<file path="config.mk">
export PLATFORM = sky130hd
export DESIGN_NAME = rsp_packet_deframer_top
export DESIGN_NICKNAME = d
export VERILOG_FILES = /design/src/hw/rtl/rsp_dfr_pkg.sv /design/src/hw/rtl/rsp_dfr_regs.sv /design/src/hw/rtl/rsp_dfr_engine.sv /design/src/hw/rtl/rsp_packet_deframer_top.sv
export SDC_FILE = /design/constraint.sdc
export NUM_CORES = 1
export LEC_CHECK = 0
export BUFFER_PORTS_ARGS = -buffer_cell sky130_fd_sc_hd__buf_2
export CORE_ASPECT_RATIO = 1.75
export CORE_MARGIN = 3
export CORE_UTILIZATION = 30
export DETAILED_ROUTE_END_ITERATION = 8
export GPL_TIMING_DRIVEN = 1
export PLACE_DENSITY_LB_ADDON = 0.2
export SLEW_MARGIN = 20
export SYNTH_ARGS = -nofsm -noshare
export SYNTH_HDL_FRONTEND = slang
export SYNTH_SLANG_ARGS = --single-unit
export TNS_END_PERCENT = 10
</file>
<file path="constraint.sdc">
create_clock -name i_clk -period 4.35 [get_ports i_clk]
set_input_delay 0.435 -clock i_clk [delete_from_list [all_inputs] [get_ports i_clk]]
set_output_delay 0.435 -clock i_clk [all_outputs]
set_load 0.02 [all_outputs]
</file>
<file path="src/hw/rtl/rsp_dfr_pkg.sv">
// Shared types, constants and helpers for the RSP packet deframer.
// No dependencies; imported by every module of the block.
`timescale 1ns / 1ps

package rsp_dfr_pkg;

    // Payload buffer size; bounds the packet byte count.
    localparam int BUFFER_BYTES = 4096;
    localparam int COUNT_W      = $clog2(BUFFER_BYTES);

    // Field widths fixed by the interface.
    localparam int BYTE_W   = 8;
    localparam int KIND_W   = 2;
    localparam int LEN_W    = 12;
    localparam int MAXLEN_W = 13;

    // Configuration bus.
    localparam int APB_AW = 3;
    localparam int APB_DW = 32;

    // Width used to clamp max_length against the buffer size.
    localparam int LIM_EXT_W = (COUNT_W + 1 > MAXLEN_W) ? COUNT_W + 1 : MAXLEN_W;

    localparam logic [MAXLEN_W-1:0] MAXLEN_RESET = MAXLEN_W'(BUFFER_BYTES);

    // Register index, taken from paddr[2].
    typedef enum logic {
        REG_ENABLE     = 1'b0,
        REG_MAX_LENGTH = 1'b1
    } t_reg_idx;

    // Framing characters.
    localparam logic [BYTE_W-1:0] CH_START = 8'd36;  // '$'
    localparam logic [BYTE_W-1:0] CH_END   = 8'd35;  // '#'
    localparam logic [BYTE_W-1:0] CH_ACK   = 8'd43;  // '+'
    localparam logic [BYTE_W-1:0] CH_NAK   = 8'd45;  // '-'
    localparam logic [BYTE_W-1:0] CH_ZERO  = 8'd48;  // '0'
    localparam logic [BYTE_W-1:0] CH_NINE  = 8'd57;  // '9'
    localparam logic [BYTE_W-1:0] CH_A_OFS = 8'd87;  // 'a' - 10

    typedef enum logic [KIND_W-1:0] {
        KIND_PAYLOAD = 2'd0,
        KIND_GOOD    = 2'd1,
        KIND_BAD     = 2'd2,
        KIND_ABANDON = 2'd3
    } t_kind;

    typedef enum logic [3:0] {
        PH_HUNT    = 4'b0001,
        PH_PAYLOAD = 4'b0010,
        PH_CK_HIGH = 4'b0100,
        PH_CK_LOW  = 4'b1000
    } t_phase;

    // Live configuration handed from the register block to the engine.
    typedef struct packed {
        logic               enable;
        logic [COUNT_W-1:0] limit;   // payload count that abandons a packet
    } t_cfg;

    // Checksum digit decode: '0'..'9' -> 0..9, anything else c-87 mod 256.
    function automatic logic [BYTE_W-1:0] hex_value(input logic [BYTE_W-1:0] c);
        if (c >= CH_ZERO && c <= CH_NINE) begin
            return c - CH_ZERO;
        end
        return c - CH_A_OFS;
    endfunction

endpackage

</file>
<file path="src/hw/rtl/rsp_dfr_regs.sv">
// APB configuration registers (enable, max_length) and the derived payload limit.
// Depends on rsp_dfr_pkg.
`timescale 1ns / 1ps

module rsp_dfr_regs
    import rsp_dfr_pkg::*;
(
    input  logic              i_clk,
    input  logic              i_rst_n,
    input  logic              psel,
    input  logic              penable,
    input  logic              pwrite,
    input  logic [APB_AW-1:0] paddr,
    input  logic [APB_DW-1:0] pwdata,
    output logic [APB_DW-1:0] prdata,
    output logic              pready,
    output t_cfg              o_cfg
);

    logic                 r_enable;
    logic [MAXLEN_W-1:0]  r_max_length;
    logic                 wr_en;
    t_reg_idx             reg_idx;
    logic [LIM_EXT_W-1:0] max_ext;
    logic [LIM_EXT_W-1:0] clamped;

    assign pready  = 1'b1;
    assign wr_en   = psel && penable && pwrite && pready;
    assign reg_idx = t_reg_idx'(paddr[2]);

    always_ff @(posedge i_clk) begin
        if (!i_rst_n) begin
            r_enable     <= 1'b0;
            r_max_length <= MAXLEN_RESET;
        end else if (wr_en) begin
            case (reg_idx)
                REG_ENABLE:     r_enable     <= pwdata[0];
                REG_MAX_LENGTH: r_max_length <= pwdata[MAXLEN_W-1:0];
                default: ;
            endcase
        end
    end

    always_comb begin
        case (reg_idx)
            REG_ENABLE:     prdata = APB_DW'(r_enable);
            REG_MAX_LENGTH: prdata = APB_DW'(r_max_length);
            default:        prdata = '0;
        endcase
    end

    // Clamp max_length to [2, BUFFER_BYTES]; the limit is one less.
    always_comb begin
        max_ext = LIM_EXT_W'(r_max_length);
        if (max_ext < LIM_EXT_W'(2)) begin
            clamped = LIM_EXT_W'(2);
        end else if (max_ext > LIM_EXT_W'(BUFFER_BYTES)) begin
            clamped = LIM_EXT_W'(BUFFER_BYTES);
        end else begin
            clamped = max_ext;
        end
    end

    assign o_cfg.enable = r_enable;
    assign o_cfg.limit  = COUNT_W'(clamped - LIM_EXT_W'(1));

endmodule

</file>
<file path="src/hw/rtl/rsp_dfr_engine.sv">
// Framing engine: input register, packet state, per-byte decode and result register.
// Depends on rsp_dfr_pkg; configuration comes from rsp_dfr_regs.
`timescale 1ns / 1ps

module rsp_dfr_engine
    import rsp_dfr_pkg::*;
(
    input  logic              i_clk,
    input  logic              i_rst_n,
    input  t_cfg              i_cfg,
    input  logic              i_rx_valid,
    input  logic [BYTE_W-1:0] i_rx_byte,
    output logic              o_rx_stall,
    output logic              o_res_valid,
    input  logic              i_res_stall,
    output logic [KIND_W-1:0] o_kind,
    output logic [BYTE_W-1:0] o_payload_byte,
    output logic [LEN_W-1:0]  o_packet_length,
    output logic [BYTE_W-1:0] o_reply_byte
);

    // input stage
    logic              r_s1_valid;
    logic [BYTE_W-1:0] r_s1_byte;

    // packet state
    t_phase             r_phase, n_phase;
    logic [COUNT_W-1:0] r_count, n_count;
    logic [BYTE_W-1:0]  r_sum,   n_sum;
    logic [BYTE_W-1:0]  r_high,  n_high;

    // result stage
    logic              r_out_valid;
    t_kind             r_out_kind;
    logic [BYTE_W-1:0] r_out_byte;
    logic [LEN_W-1:0]  r_out_len;
    logic [BYTE_W-1:0] r_out_reply;

    logic               out_free;
    logic               s1_fire;
    logic               rx_accept;
    logic               res_valid;
    t_kind              res_kind;
    logic [BYTE_W-1:0]  res_byte;
    logic [LEN_W-1:0]   res_len;
    logic [BYTE_W-1:0]  res_reply;
    logic [COUNT_W-1:0] count_inc;
    logic [BYTE_W-1:0]  digit;

    assign out_free   = !r_out_valid || !i_res_stall;
    assign s1_fire    = r_s1_valid && out_free;
    assign o_rx_stall = r_s1_valid && !out_free;
    assign rx_accept  = i_rx_valid && !o_rx_stall;

    assign count_inc = r_count + COUNT_W'(1);
    assign digit     = hex_value(r_s1_byte);

    always_comb begin
        n_phase   = r_phase;
        n_count   = r_count;
        n_sum     = r_sum;
        n_high    = r_high;
        res_valid = 1'b0;
        res_kind  = KIND_PAYLOAD;
        res_byte  = '0;
        res_len   = '0;
        res_reply = '0;
        if (s1_fire) begin
            if (!i_cfg.enable) begin
                n_phase = PH_HUNT;
                n_count = '0;
                n_sum   = '0;
                n_high  = '0;
            end else begin
                case (r_phase)
                    PH_HUNT: begin
                        if (r_s1_byte == CH_START) begin
                            n_phase = PH_PAYLOAD;
                            n_count = '0;
                            n_sum   = '0;
                            n_high  = '0;
                        end
                    end
                    PH_PAYLOAD: begin
                        if (r_s1_byte == CH_END) begin
                            n_phase = PH_CK_HIGH;
                        end else begin
                            res_valid = 1'b1;
                            if (count_inc >= i_cfg.limit) begin
                                // buffer full: drop the packet, report its length
                                res_kind = KIND_ABANDON;
                                res_len  = LEN_W'(count_inc);
                                n_phase  = PH_HUNT;
                                n_count  = '0;
                                n_sum    = '0;
                                n_high   = '0;
                            end else begin
                                res_byte = r_s1_byte;
                                n_count  = count_inc;
                                n_sum    = r_sum + r_s1_byte;
                            end
                        end
                    end
                    PH_CK_HIGH: begin
                        n_high  = {digit[3:0], 4'b0000};
                        n_phase = PH_CK_LOW;
                    end
                    PH_CK_LOW: begin
                        res_valid = 1'b1;
                        res_len   = LEN_W'(r_count);
                        if ((r_high | digit) == r_sum) begin
                            res_kind  = KIND_GOOD;
                            res_reply = CH_ACK;
                        end else begin
                            res_kind  = KIND_BAD;
                            res_reply = CH_NAK;
                        end
                        n_phase = PH_HUNT;
                        n_count = '0;
                        n_sum   = '0;
                        n_high  = '0;
                    end
                    default: begin
                        n_phase = PH_HUNT;
                        n_count = '0;
                        n_sum   = '0;
                        n_high  = '0;
                    end
                endcase
            end
        end
    end

    always_ff @(posedge i_clk) begin
        if (!i_rst_n) begin
            r_s1_valid  <= 1'b0;
            r_out_valid <= 1'b0;
            r_phase     <= PH_HUNT;
            r_count     <= '0;
            r_sum       <= '0;
            r_high      <= '0;
        end else begin
            if (rx_accept) begin
                r_s1_valid <= 1'b1;
            end else if (s1_fire) begin
                r_s1_valid <= 1'b0;
            end
            if (out_free) begin
                r_out_valid <= res_valid;
            end
            r_phase <= n_phase;
            r_count <= n_count;
            r_sum   <= n_sum;
            r_high  <= n_high;
        end
    end

    always_ff @(posedge i_clk) begin
        if (rx_accept) begin
            r_s1_byte <= i_rx_byte;
        end
        if (out_free && res_valid) begin
            r_out_kind  <= res_kind;
            r_out_byte  <= res_byte;
            r_out_len   <= res_len;
            r_out_reply <= res_reply;
        end
    end

    assign o_res_valid     = r_out_valid;
    assign o_kind          = r_out_kind;
    assign o_payload_byte  = r_out_byte;
    assign o_packet_length = r_out_len;
    assign o_reply_byte    = r_out_reply;

    // Hunting always starts from a cleared packet context.
    a_hunt_clear: assert property (@(posedge i_clk) disable iff (!i_rst_n)
        r_phase == PH_HUNT |-> r_count == '0 && r_sum == '0 && r_high == '0)
        else $error("hunting with stale packet state");

    // A packet end always returns to hunting.
    a_end_to_hunt: assert property (@(posedge i_clk) disable iff (!i_rst_n)
        s1_fire && i_cfg.enable && r_phase == PH_CK_LOW |=> r_phase == PH_HUNT)
        else $error("checksum byte did not close the packet");

    // Payload results carry no length or reply.
    a_payload_fields: assert property (@(posedge i_clk) disable iff (!i_rst_n)
        r_out_valid && r_out_kind == KIND_PAYLOAD |-> r_out_len == '0 && r_out_reply == '0)
        else $error("payload result with length or reply");

    // Input stalls only when the input stage holds an item blocked by the output.
    a_stall_cause: assert property (@(posedge i_clk) disable iff (!i_rst_n)
        o_rx_stall |-> r_s1_valid && r_out_valid && i_res_stall)
        else $error("input stalled without a blocked result");

    // A stalled result is not overwritten.
    a_out_hold: assert property (@(posedge i_clk) disable iff (!i_rst_n)
        r_out_valid && i_res_stall |=> r_out_valid && $stable(r_out_len))
        else $error("held result lost");

endmodule

</file>
<file path="src/hw/rtl/rsp_packet_deframer_top.sv">
// Top level of the RSP packet deframer: APB registers plus framing engine.
// Depends on rsp_dfr_pkg, rsp_dfr_regs and rsp_dfr_engine.
//
//   channel   signals                                      direction
//   rx        i_rx_valid / o_rx_stall, i_rx_byte            in
//   result    o_res_valid / i_res_stall, kind/payload/len/reply  out
//   config    APB: psel penable pwrite paddr pwdata prdata pready
//
// One byte per cycle while i_res_stall is low; a byte's result passes the input
// register, then the result register.
// The packet state update is a single pass of decode, 8-bit add and limit compare.
// Synchronous active-low reset returns to hunting with empty stages; enable = 0,
// max_length = 4096. A stalled result still lets one more byte be taken.
`timescale 1ns / 1ps

module rsp_packet_deframer_top
    import rsp_dfr_pkg::*;
(
    input  logic              i_clk,
    input  logic              i_rst_n,
    input  logic              psel,
    input  logic              penable,
    input  logic              pwrite,
    input  logic [APB_AW-1:0] paddr,
    input  logic [APB_DW-1:0] pwdata,
    output logic [APB_DW-1:0] prdata,
    output logic              pready,
    input  logic              i_rx_valid,
    output logic              o_rx_stall,
    input  logic [BYTE_W-1:0] i_rx_byte,
    output logic              o_res_valid,
    input  logic              i_res_stall,
    output logic [KIND_W-1:0] o_kind,
    output logic [BYTE_W-1:0] o_payload_byte,
    output logic [LEN_W-1:0]  o_packet_length,
    output logic [BYTE_W-1:0] o_reply_byte
);

    t_cfg cfg;

    rsp_dfr_regs u_regs (
        .i_clk   (i_clk),
        .i_rst_n (i_rst_n),
        .psel    (psel),
        .penable (penable),
        .pwrite  (pwrite),
        .paddr   (paddr),
        .pwdata  (pwdata),
        .prdata  (prdata),
        .pready  (pready),
        .o_cfg   (cfg)
    );

    rsp_dfr_engine u_engine (
        .i_clk           (i_clk),
        .i_rst_n         (i_rst_n),
        .i_cfg           (cfg),
        .i_rx_valid      (i_rx_valid),
        .i_rx_byte       (i_rx_byte),
        .o_rx_stall      (o_rx_stall),
        .o_res_valid     (o_res_valid),
        .i_res_stall     (i_res_stall),
        .o_kind          (o_kind),
        .o_payload_byte  (o_payload_byte),
        .o_packet_length (o_packet_length),
        .o_reply_byte    (o_reply_byte)
    );

endmodule
</file>
* After elaboration in Yosys (flattened, before gate mapping)
Index checks and enable logic that the tools add are counted.
** Storage, ports and cells
- Flip-flop bits (word level) :: 86
- Bits in latches :: 0
- RAM bits :: 0
- Memory bits (read-only) :: 0
- Bits of input ports :: 50
- Output and inout port bits :: 65
- Word-level logic and storage cells :: 100
- Memories :: 0
** Cells by class
- Add/sub/neg operators :: 5
- Multipliers :: 0
- Div/mod/pow operators :: 0
- Magnitude comparators :: 5
- Equality and inequality tests :: 12
- Shifts and indexed selects :: 0
- Mux-type cells :: 39
- Bitwise logic cells :: 5
- Reductions and logical operators :: 21
** Operator list (number)
- 12-bit 2-to-1 mux :: 8
- 8-bit 2-to-1 mux :: 9
- 32-bit case mux with 2 select lines :: 1
- 8-bit case mux with 3 select lines :: 2
- 12-bit case mux with 3 select lines :: 1
- 12-bit case mux with 2 select lines :: 1
- 8-bit by 6-bit == test with 1-bit output (second input constant) :: 2
- 4-bit 2-to-1 mux :: 4
- 13-bit > comparator (second input constant) :: 1
- 13-bit by 2-bit less-than comparator with 1-bit output (second input constant) :: 1
- 12-bit by 1-bit adder with 12-bit output (second input constant) :: 1
- 12-bit >= comparator :: 1
- 4-bit case mux with 3 select lines :: 1
- 12-bit by 1-bit subtractor with 12-bit output (second input constant) :: 1
- 8-bit adder :: 1
- 8-bit == test :: 1
- 8-bit by 6-bit >= comparator with 1-bit output (second input constant) :: 1
- 8-bit by 6-bit less-or-equal comparator with 1-bit output (second input constant) :: 1
- 8-bit bitwise OR :: 1
- 4-bit AND reduction :: 2
- 8-bit by 6-bit subtractor with 8-bit output (second input constant) :: 1
- 8-bit by 7-bit subtractor with 8-bit output (second input constant) :: 1
- 1-bit logical AND :: 7
- 1-bit 2-to-1 mux :: 6
- 19 further kinds :: 31

* Depth between registers and ports, before layout
- Word-level depth :: 9
- Depth in mapped cells :: 19
- Gate-level depth less buffers :: 18

* Cells and area by module
Synthesis repeated with hierarchy kept, for this count alone.
** Unflattened totals
- Cells, all modules :: 565
- Area, all modules :: 4968.5 um^2
** Modules (own cells, without submodules)
- rsp_dfr_engine :: times used 1, cells each 409, area an instance 3832.4 um^2, seq. area each 1591.5 um^2
- rsp_dfr_regs :: times used 1, cells each 156, area an instance 1136.1 um^2, seq. area each 280.3 um^2

* Least setup slack after synthesis
No wires, ideal clock.
- Path kind :: register -> register
- Start :: reg u_regs.r_max_length[7], in the netlist u_regs.max_ext[7]
- End :: reg u_engine.r_out_len[2], in the netlist u_engine.o_packet_length[2] (data pin)
- Library setup time :: 0.135 ns
- Arrival :: 3.809 ns
- Data required time :: 4.215 ns
- Path slack :: 0.407 ns
- Stages on the path, launching flop included :: 18
- Buffers on the path :: 1
- Period minus slack after synthesis :: 3.943 ns
- Cell sequence :: dfxtp_1 -> or3_1 -> nor3_1 -> nand2_1 -> o41ai_1 -> ha_1 -> o21ai_0 -> o21bai_1 -> o31a_1 -> ha_1 -> and2_1 -> o2111ai_1 -> o211a_1 -> o21bai_1 -> nor2b_1 -> clkbuf_1 -> o211ai_1 -> nand2_1
** Between the ends
- Cells in the longest elaborated chain, start to end :: 8
- Elaborated cells between the ends (all ways) :: 9
- Classes of those cells :: add/sub: 1; order compare: 3; mux: 5
** Ends and longest elaborated chain
- start, declared :: line rsp_dfr_regs.sv:21 : logic [MAXLEN_W-1:0] r_max_length;
- start signal, assigned :: line rsp_dfr_regs.sv:38 : REG_MAX_LENGTH: r_max_length <= pwdata[MAXLEN_W-1:0];
- 13-bit > comparator :: line rsp_dfr_regs.sv:57 : end else if (max_ext > LIM_EXT_W'(BUFFER_BYTES)) begin
- 12-bit 2-to-1 mux :: line rsp_dfr_regs.sv:57
- 12-bit 2-to-1 mux (*) :: line rsp_dfr_regs.sv:55 : if (max_ext < LIM_EXT_W'(2)) begin
- 12-bit by 1-bit subtractor with 12-bit output (*) :: line rsp_dfr_regs.sv:65 : assign o_cfg.limit = COUNT_W'(clamped - LIM_EXT_W'(1));
- 12-bit >= comparator (*) :: line rsp_dfr_engine.sv:89 : if (count_inc >= i_cfg.limit) begin
- 12-bit 2-to-1 mux (*) :: line rsp_dfr_engine.sv:89
- 12-bit 2-to-1 mux (*) :: line rsp_dfr_engine.sv:85 : if (r_s1_byte == CH_END) begin
- 12-bit case mux with 2 select lines (*) :: line rsp_dfr_engine.sv:75 : case (r_phase)
- end signal, assigned :: line rsp_dfr_engine.sv:165 : r_out_len <= res_len;
- end, declared :: line rsp_dfr_engine.sv:36 : logic [LEN_W-1:0] r_out_len;
Mark *: on every way between the ends. The rest lies on a longest branch, timed or not.
A chain may end at the register's enable or synchronous reset.

* Worst setup path after layout
- Start :: reg u_regs.r_max_length[7], in the netlist u_regs.max_ext[7]
- End :: reg u_engine.r_out_len[10], in the netlist u_engine.o_packet_length[10] (data pin)
The elaborated chain is that of the path after synthesis.

==> metrics.md <==
| Metric | Value |
|---|---|
| CP Capture Type | register |
| Initial Utilization | 0.308 |
| Final period utilization | 0.927 |
| Initial antenna violation count | 0 |
| Post-Syn Area per Cell | around 8.6 um2 |
| Layout cells sized above 1 | 0.191 |
| Worst-margin pin slew | 1010 ps |
| Combinational family with the most area after synthesis | simple AND/OR/NAND/NOR gates |
| # rows | 61 |
| Sequential power share | 0.451 |
| Routed WL | approximately 14000 um |
| Die Area | 0.0181 mm2 |
| Synth area leaders | edfxtp_1 20%, dfxtp_1 18%, ha_1 7.1% |
| Area Overhead vs Synth | 16.9% |
| Most used DFF post-synth | dfxtp_1 |
| Fin area | 0.00576 mm2 |
| WL/cell | 16.3 um |
| Max-slew headroom | 0.329 |
| Reg-to-Reg Start | u_regs.max_ext[7]$_SDFFE_PN0P_ |
| CP arrival | 4110 ps |
| Port Buffers | 70 |
| Post-Synth XOR/XNOR Area | 0.0444 |
| DRT antenna net count | 0 |
| Hold WC Path Type | in -> reg |
| Synth Register Bits | a little under 80 |
| Worst Setup SP | u_regs.max_ext[7]$_SDFFE_PN0P_ |
| Post-layout min period | 4030 ps |
| I/O Pins | 115 |
| CTS Buf Count | 9 |
| Comb power frac | 0.104 |
| Netlist cell types | 66 |
| Static leakage | 2.42 nW |
| Crit path kind | reg -> reg |
| Warnings, synthesis | 0 |
| Reg2Reg Capture Point | u_engine.o_packet_length[10]$_SDFFCE_PN0P_ |
| Post-synthesis cell count | 572 |
| Htree depth | 3 |
| Nature of the critical path startpoint | register |
| Post-synth EDFFs | 33 |
| Pre-CTS WS | 68.2 ps |
| Endpoints failing setup | 0 |
| Largest net degree at the start of global routing | 29 |
| CTS tree | done |
| Crit path max fanout | 14 |
| Placed Instance Area | 0.00544 mm2 |
| Worst R2R Path Depth | 19 |
| GP Congestion | a little under 0.9 |
| Number of global-route vias before repair | roughly 4.2k |
| Int Power | roughly 1.3 mW |
| Post-Syn Area | just under 0.005 mm2 |
| Post-CTS Setup Repair Bufs | 0 |
| Crit path capture | u_engine.o_packet_length[10]$_SDFFCE_PN0P_ |
| Reg2reg setup slack | 320 ps |
| Pwr Total | 1.73 mW |
| Via density | between 5 and 6 |
| Final Hold Vio Count | 0 |
| Via count | 4317 |
| Core area | 0.0160 mm2 |
| Unrepaired setup endpoints after global routing | no |
| Simple-gate share of the synthesized area | 0.244 |
| Die H | 176 um |
| Switching power | 0.461 mW |
| Setup TNS | 0 ps |
| Clock Tree Buf Depth | 2 |
| Sequential share of the synthesized area | 0.380 |
| Clock Power Share | 0.444 |
| DRC errors left | 0 |
| N_diodes | 0 |
| Outcome | completed |
| Cell taking the most area after synthesis | edfxtp_1 |
| Post-synthesis mux area share | 0.0127 |
| Drt first pass iters | 4 |
| Synth Area in Compound Gates | 0.170 |
| Clk_lat worst skew | 340 ps |
| Asr flop ratio synth | 0 |
| Initial DRC count | between 200 and 250 |
| GR Util All Layers | 0.154 |
| Die Span X | 103 um |
| Max Cap Violations | 0 |
| Post-DP HPWL | 10600 um |
| Final Max Tran Viols | 0 |
| Adder-Cell Fraction of Synth Area | 0.0751 |
| Final #Nets | around 720 |
| Switch share | 0.266 |
| Root buffer selected by CTS | clkbuf_16 |
| Worst path required time | 4430 ps |
| Clock Skew | 9.82 ps |
| Final worst slack | 318 ps |
| Fmax | approximately 250 MHz |
| Top cell type's share of synthesized area | 0.201 |
| Global-route wire length before repair | 21500 um |
| Max VDD drop | between 0.2 and 0.25 mV |
| Power Density | 301 mW/mm2 |
| GR Overflow Total | 0 |
| Worst-path clk slew | about 70 ps |
| Clock sinks | 77 |
[worst min path at each step]
stage,startpoint,to,slack (ps),depth (start not counted)
after CTS,i_rx_byte[1],u_engine.r_s1_byte[1]$_DFFE_PP_,250,1
final,i_rx_byte[2],u_engine.r_s1_byte[2]$_DFFE_PP_,260,1
after floorplan,u_regs.max_ext[6]$_SDFFE_PN0P_,u_regs.max_ext[6]$_SDFFE_PN0P_,450,2
after global placement,u_engine.r_high[6]$_SDFFE_PN0P_,u_engine.r_high[6]$_SDFFE_PN0P_,460,2
after detailed placement,u_regs.max_ext[6]$_SDFFE_PN0P_,u_regs.max_ext[6]$_SDFFE_PN0P_,470,2
after global routing,i_rx_byte[2],u_engine.r_s1_byte[2]$_DFFE_PP_,250,1
[flip-flops by register name, indices dropped and copies added (netlist names)]
signal and count:
u_regs.max_ext 13, u_regs.r_enable 1, u_engine.r_s1_byte 8, u_engine.o_payload_byte 8, u_engine.r_s1_valid 1, u_engine.o_res_valid 1
u_engine.o_reply_byte 3, u_engine.o_kind 2, u_engine.r_phase 4, u_engine.o_packet_length 12, u_engine.r_count 12, u_engine.r_high 4
u_engine.r_sum 8
[worst max-delay path, cell delays in order, from the launching register on]
cell      delay (ps)
dfxtp_1          300
or3_1            430
nor3_2           160
nand2_1          110
buf_4            170
nor3_1           130
o21bai_1          90
ha_1             230
o21ai_1          170
o21bai_4         200
o31a_1           170
ha_1             220
and2_1           170
a221oi_1         270
o211a_1          230
o21bai_1         120
nor2b_1          180
buf_12           150
a22oi_1          180
nor2_1            70
[cell usage in the layout, fill, tap and decap left out, types with 5 or more instances in the layout]
master,n
a21oi_1,52
conb_1,23
o21ai_0,16
buf_2,70
xnor2_1,16
a22oi_1,11
ha_1,28
nor3_1,21
o21a_1,5
xor2_1,9
nand3b_1,5
nand2_1,62
buf_4,16
clkbuf_16,9
dfxtp_1,44
inv_1,14
edfxtp_1,33
nor2_1,41
nor2b_1,10
o211ai_1,7
and3_1,13
and2_1,13
or3_1,5
nand3_1,38
[synthesized netlist by cell type, types with 3 or more instances]
library cell and number:
nand4_1 4, o211ai_1 7, xnor2_1 16, or2_2 3, nor2b_1 10, clkbuf_1 20
a31oi_1 3, dfxtp_1 44, a21o_1 3, and3_1 13, nand2b_1 4, a41oi_1 3
o21ai_0 17, a211oi_1 3, nand3b_1 5, xor2_1 9, a22oi_1 11, buf_2 7
a21oi_1 54, inv_1 14, o21a_1 5, nand2_1 62, mux2i_1 4, or3_1 5
buf_4 25, nor2_1 41, and2_1 13, ha_1 28, o21bai_1 5, nor3_1 22
nand3_1 38, edfxtp_1 33
[metal layers]
metal  vias up  GRT usage  wire length, um
met2        90      0.297             7750
met3        25     0.0227              421
met5         -          0                0
met1      2059      0.154             4910
met4         0     0.0735              510
li1       2143          -                -
[power by group through the flow]
stage,clock network [mW],registers (mW),logic [mW]
floorplan,0,0.785,0.151
global placement,0,0.798,0.177
detailed placement,0,0.798,0.180
CTS,0.795,0.782,0.180
global route,0.829,0.784,0.201
finish,0.770,0.783,0.181
[logic make-up (layout without fill, tap and decap cells)]
family                   after synthesis  after routing
AND/OR/NAND/NOR                      236            236
multiplexers                           6              6
AO/OA/AOI/OAI                        130            130
flip-flops                            77             77
buffers and inverters                 67            117
adder cells (fa/ha/maj)               29             29
XOR/XNOR                              25             25
other                                  2             23
[what timing repair did]
item / CTS / global route
endpoints found under the setup margin: 0 / 31
hold buffers: 0 / 0
resized for setup: 0 / 6
[metrics by stage]
stage                     utilization  instances  hold WS (ps)
after CTS                       0.358        832           248
after global placement          0.339        816           464
after global routing            0.360        832           247
after detailed placement        0.339        816           469
after floorplan                     -        593           449
final                           0.360        832           264
[layout make-up]
class | instances | area [um2]
fill | 1683 | 10300
sequential | 77 | 1870
multi-input combinational | 449 | 2810
clock inverter | 6 | 68.8
timing repair buffer | 87 | 490
tap | 189 | 236
clock buffer | 10 | 229
inverter | 14 | 52.6
No activity file was read; power rests on OpenSTA's default activity.
